===== src/design/ncf_pkg.sv =====
// Shared types and constants for the negative cycle finder.
package ncf_pkg;

    localparam int FRAC_BITS = 24;
    localparam int DIST_W    = 40;
    localparam int WEIGHT_W  = 32;

    typedef struct packed {
        logic [31:0] coefficient;
        logic        last_entry;
    } t_in_item;

    typedef struct packed {
        logic [5:0] vertex;
        logic       last_vertex;
    } t_out_item;

    typedef enum logic [3:0] {
        ST_LOAD,
        ST_LOG,
        ST_CLEAR,
        ST_RD,
        ST_RELAX,
        ST_WALK,
        ST_LIST,
        ST_HEAD,
        ST_EMIT,
        ST_NONE
    } t_state;

endpackage


===== src/design/ncf_log2.sv =====
// Iterative log2 of an unsigned Q16.16 value into a signed Q8.24 weight.
module ncf_log2 (
    input  logic        i_clk,
    input  logic        i_rst_n,
    input  logic        i_start,
    input  logic [31:0] i_coef,
    output logic        o_done,
    output logic [31:0] o_weight
);
    import ncf_pkg::*;

    logic [32:0] r_m;
    logic [23:0] r_frac;
    logic [5:0]  r_p;
    logic [4:0]  r_step;
    logic        r_busy;
    logic        r_zero;
    logic [65:0] sq;
    logic [32:0] msq;
    logic [4:0]  lead;
    logic [31:0] norm;

    always_comb begin
        lead = 5'd0;
        for (int b = 0; b < 32; b++) begin
            if (i_coef[b]) begin
                lead = 5'(b);
            end
        end
        norm = i_coef << (5'd31 - lead);
    end

    assign sq  = r_m * r_m;
    assign msq = sq[63:31];

    always_ff @(posedge i_clk) begin
        if (!i_rst_n) begin
            r_busy <= 1'b0;
            o_done <= 1'b0;
        end else begin
            o_done <= 1'b0;
            if (i_start) begin
                r_busy <= (i_coef != 32'd0);
                o_done <= (i_coef == 32'd0);
                r_zero <= (i_coef == 32'd0);
                r_m    <= {1'b0, norm};
                r_p    <= {1'b0, lead};
                r_frac <= '0;
                r_step <= '0;
            end else if (r_busy) begin
                // Squaring past 2.0 yields a one bit and halves the mantissa.
                if (msq[32]) begin
                    r_m    <= {1'b0, msq[32:1]};
                    r_frac <= {r_frac[22:0], 1'b1};
                end else begin
                    r_m    <= msq;
                    r_frac <= {r_frac[22:0], 1'b0};
                end
                r_step <= r_step + 5'd1;
                if (r_step == 5'(FRAC_BITS - 1)) begin
                    r_busy <= 1'b0;
                    o_done <= 1'b1;
                end
            end
        end
    end

    assign o_weight = r_zero ? 32'h8000_0000 : {8'(r_p) - 8'd16, r_frac};
endmodule


===== config.mk =====
export PLATFORM = sky130hd
export DESIGN_NAME = ncf_log2
export DESIGN_NICKNAME = d
export VERILOG_FILES = /design/src/design/ncf_pkg.sv /design/src/design/ncf_log2.sv
export SDC_FILE = /design/constraint.sdc
export NUM_CORES = 2
export LEC_CHECK = 0
export ABC_AREA = 1
export BUFFER_PORTS_ARGS = -buffer_cell sky130_fd_sc_hd__buf_4
export CAP_MARGIN = 0
export CORE_MARGIN = 5
export CORE_UTILIZATION = 45
export DETAILED_ROUTE_END_ITERATION = 12
export PLACE_DENSITY = 0.61
export SYNTH_ARGS = -nofsm -noshare
export SYNTH_HDL_FRONTEND = slang
export SYNTH_SLANG_ARGS = --single-unit

===== constraint.sdc =====
create_clock -name i_clk -period 10 [get_ports i_clk]
set_clock_uncertainty 0.2 [all_clocks]
set_input_delay 0.5 -clock i_clk [delete_from_list [all_inputs] [get_ports i_clk]]
set_output_delay 0.5 -clock i_clk [all_outputs]
set_load 0.05 [all_outputs]

### After elaboration in Yosys (flattened, before gate mapping)

Cells that the tools add are included.

| storage, ports and cells | value |
|---|---|
| bits in registers | 70 |
| output and inout port bits | 33 |
| logic and storage cells | 63 |

| operators by class | value |
|---|---|
| add/sub/neg operators | 3 |
| multipliers | 1 |
| eq/ne operators | 1 |
| shift operators | 1 |
| multiplexer cells | 44 |
| reductions and logical operators | 5 |

Operators by type and width:

| cell | number |
|---|---|
| 2-to-1 mux 5 bit | 31 |
| 2-to-1 mux 32 bit | 3 |
| multiplier 33 x 33 -> 64 bit | 1 |
| 2-to-1 mux 33 bit | 1 |
| logical NOT 32 bit | 1 |
| nonzero test 32 bit | 1 |
| left shift 32 x 5 -> 32 bit | 1 |
| 2-to-1 mux 24 bit | 1 |
| 2-to-1 mux 1 bit | 8 |
| subtractor 5 x 5 -> 6 bit, second input constant | 1 |
| adder 5 x 1 -> 5 bit, second input constant | 1 |
| equality test 5 bit, second input constant | 1 |
| subtractor 5 bit, first input constant | 1 |
| AND reduction 2 bit | 2 |
| nonzero test 2 bit | 1 |

### Longest topological paths before layout

| depth | value |
|---|---|
| depth after elaboration | 34 |
| depth in mapped cells | 40 |

### Least setup slack after synthesis

No wires, ideal clock.

| timing path | value |
|---|---|
| kind | register -> register |
| start | reg r_m[3] |
| end | reg r_m[18], data pin |
| setup time | 254 ps |
| arrival time | 7576 ps |
| slack | 1970 ps |
| cell stages (with the launch flop) | 36 |
| cells stage by stage | edfxtp_1 > clkbuf_1 > clkbuf_1 > buf_1 > nand2_1 > fa_1 > inv_1 > fa_1 > fa_1 > inv_1 > fa_1 > inv_1 > fa_1 > fa_1 > fa_1 > inv_1 > fa_1 > inv_1 > ha_1 > a21oi_1 > o21ai_0 > a21oi_1 > nor2_1 > a2111oi_0 > o21ai_1 > nand3_1 > o2111ai_1 > or2_1 > nand2_1 > buf_2 > inv_1 > buf_2 > nand2_1 > a21oi_1 > nor2_1 > nand2_1 |

| between the ends | value |
|---|---|
| cells in the longest elaborated chain, start to end | 4 |

RTL lines:

| what | RTL line | RTL |
|---|---|---|
| from (decl) | ncf_log2.sv:12 | `logic [32:0] r_m;` |
| from (signal assigned) | ncf_log2.sv:46 | `r_m <= {1'b0, norm};` |
| from (signal assigned) | ncf_log2.sv:53 | `r_m <= {1'b0, msq[32:1]};` |
| from (signal assigned) | ncf_log2.sv:56 | `r_m <= msq;` |
| multiplier 33 x 33 -> 64 bit | ncf_log2.sv:33 | `assign sq = r_m * r_m;` |
| 2-to-1 mux 32 bit | ncf_log2.sv:52 | `if (msq[32]) begin` |
| 2-to-1 mux 33 bit | ncf_log2.sv:50 | `end else if (r_busy) begin` |
| 2-to-1 mux 32 bit | ncf_log2.sv:42 | `if (i_start) begin` |

No other way between the ends. The select of a mux whose other input is x is not followed.
A chain may end at the register's enable or synchronous reset.

### Worst setup path after layout

| timing path | value |
|---|---|
| start | reg r_m[16] |
| end | reg r_m[14], data pin |

The elaborated chain is that of the path after synthesis.

==> results_dict.tcl <==
set metrics [dict create \
    rsz0062_at_grt "false" \
    crit_path_top_delay_cell "edfxtp_1" \
    drt_iter0_drc 1622 \
    drt-vias-per-instance 4.87 \
    crit_fanout 19 \
    maxSlewViolCount 0 \
    synthTopCellsByArea "fa_1 (46%), inv_1 (15%), ha_1 (11%)" \
    yosys_warnings 0 \
    postSynth.asyncResetShare_pct 0 \
    cts_resized 0 \
    fp.dieW_um 287 \
    crit_top_cell "fa_1" \
    startpoint "r_m[16]$_DFFE_PP_" \
    cts_sinks 69 \
    place.gp.congestion 0.945 \
    antenna_found_initial 0 \
    finalHoldViolCount 0 \
    via_count 25500 \
    max_stage_delay_ps 870 \
    worstSetupEndpointType "flop" \
    drive_gt1_share_pct 4.21 \
    cp.arrival_ps 9300 \
    io_pins 68 \
    n_antenna_cell 0 \
    initial_core_util_pct 45.4 \
    synth_top_cell_area_share_pct 46.3 \
    final-seq-area_sq_mm 0.00205 \
    cts_buffers 9 \
    root_buffer "clkbuf_16" \
    hp-class "in2reg" \
    synth_most_common_cell "inv_1" \
    slew_headroom_pct 22.1 \
    rows 101 \
    grt_pass1_wl_um 146000 \
    clkLatencyLatePin_ps 330 \
    finalSetupViolCount 0 \
    fin_tns_setup_ps 0 \
    whs_path_depth 2 \
    grtUsageTotal_pct 22.3 \
    min_period_over_period_pct 93.5 \
    n_fill_cell 7619 \
    timing.final.crit_period_ps 9350 \
    max_freq_mhz 107 \
    wl_um 88100 \
    synth-edff-count 67 \
    cts_max_level 3 \
    die_h_um 287 \
    ant_nets 0 \
    post_cts_buffers 0 \
    synthFlopType "edfxtp_1" \
    path_clk_slew_ps 60 \
    io_buffers 67 \
    synth_top_area_cell "fa_1" \
    syn_avg_cell_area_sq_um 8.22 \
    area_growth_pct 6.09 \
    min_from "i_rst_n" \
    multi_input_area_sq_mm 0.0266 \
    cts_tree "done" \
    wire_per_inst_um 16.8 \
    grt_max_degree 61 \
    ctsHoldBuffers 0 \
    ys_ff_latch 69 \
    crit_path_start_kind "flop" \
    synth_cells 4199 \
    place_hpwl_um 74700 \
    nets 5341 \
    crit_type "reg2reg" \
    synthDistinctLibCells 51 \
    grt_pass1_vias 27800 \
    die_area_sq_mm 0.0824 \
    synth_area_sq_mm 0.0345 \
    clockBufferDepth 2 \
    design.core.area_sq_mm 0.0761 \
    grt_overflow 0 \
    critPathRequiredTime_ps 9940 \
    rr_startpoint "r_m[16]$_DFFE_PP_" \
    synth_nets 5337 \
    drv_cap 0 \
    seq_area_frac_synth_pct 5.94 \
    worst_pin_slew_ps 1170 \
    status "finished, final reports clean" \
    firstDrtPassIters 5 \
    synth_top_cells_by_count "inv_1 (1,417), fa_1 (799), nand2_1 (724)" \
    route.detailed.drc 0 \
    r2r_cells 28 \
]
## state kept, by name, indices dropped and copies added (netlist names)
name and cells:
o_done 1, r_busy 1, r_frac 24, r_m 32
r_p 5, r_step 5, r_zero 1
## worst max-delay path: cells and delay by family, from the launching register on
| kind | cells | cell delay (ps) |
|---|---|---|
| flops | 1 | 870 |
| simple gates | 8 | 1470 |
| buf+inv | 7 | 1100 |
| fa+ha+maj | 9 | 4340 |
| compound gates | 4 | 1190 |
## worst paths after layout
| path | to | slack [ps] |
|---|---|---|
| max | r_m[14]$_DFFE_PP_ | 650 |
| min | r_busy$_SDFF_PN0_ | 200 |
| max reg2reg | r_m[14]$_DFFE_PP_ | 650 |
| min reg2reg | r_frac[5]$_SDFFCE_PP0P_ | 340 |
## cells in the final DEF, fill, tap and decap left out, types with 16 or more instances in the layout
master	Yosys	final
nand3_1	225	225
buf_4	3	136
nor2_1	158	158
o21bai_1	17	17
ha_1	304	304
edfxtp_1	67	67
a31oi_1	19	18
xnor2_1	28	28
nand2_1	724	723
a21oi_1	94	92
xor2_1	45	45
fa_1	799	799
inv_1	1417	1417
o21ai_0	51	51
nand4_1	16	16
## final cells by class
class,instances,share of cell area [%]
Timing Repair Buffer,139,2.95
Sequential cell,69,5.60
Multi-Input combinational cell,2564,72.5
Clock inverter,7,0.225
Tap cell,1030,3.52
Clock buffer,9,0.615
Inverter,1420,14.5
## cell families (layout without fill, tap and decap cells)
kind of cell	after synthesis	count (layout)	share of synthesized area, %
compound gates	237	237	4.07
xor+xnor	73	73	1.85
fa+ha+maj	1103	1103	57.3
buf+inv	1566	1575	17.1
flops	69	69	5.94
simple gates	1151	1151	13.7
## per-stage QoR
| step | worst slack (ps) | area, sq um | hold WS (ps) | cells | utilization [%] |
|---|---|---|---|---|---|
| after global routing | 116 | 36600 | 215 | 5238 | 48.2 |
| after detailed placement | 805 | 36300 | 333 | 5222 | 47.8 |
| final | 646 | 36600 | 204 | 5238 | 48.2 |
| after CTS | 809 | 36600 | 198 | 5238 | 48.2 |
| after global placement | 846 | 36300 | 327 | 5222 | 47.8 |
| after floorplan | 1970 | 34500 | 316 | 4199 | - |
## per-layer routing
metal | global-route usage [%] | part of all wire (%) | up-vias
met2 | 39.0 | 50 | 617
li1 | - | - | 12100
met5 | 0 | 0 | -
met3 | 2.55 | 5.2 | 120
met4 | 4.75 | 2.5 | 0
met1 | 30.1 | 43 | 12700
Power is not shown: default switching activity piles up to over one toggle a cycle in this logic, so the estimate is an artifact.
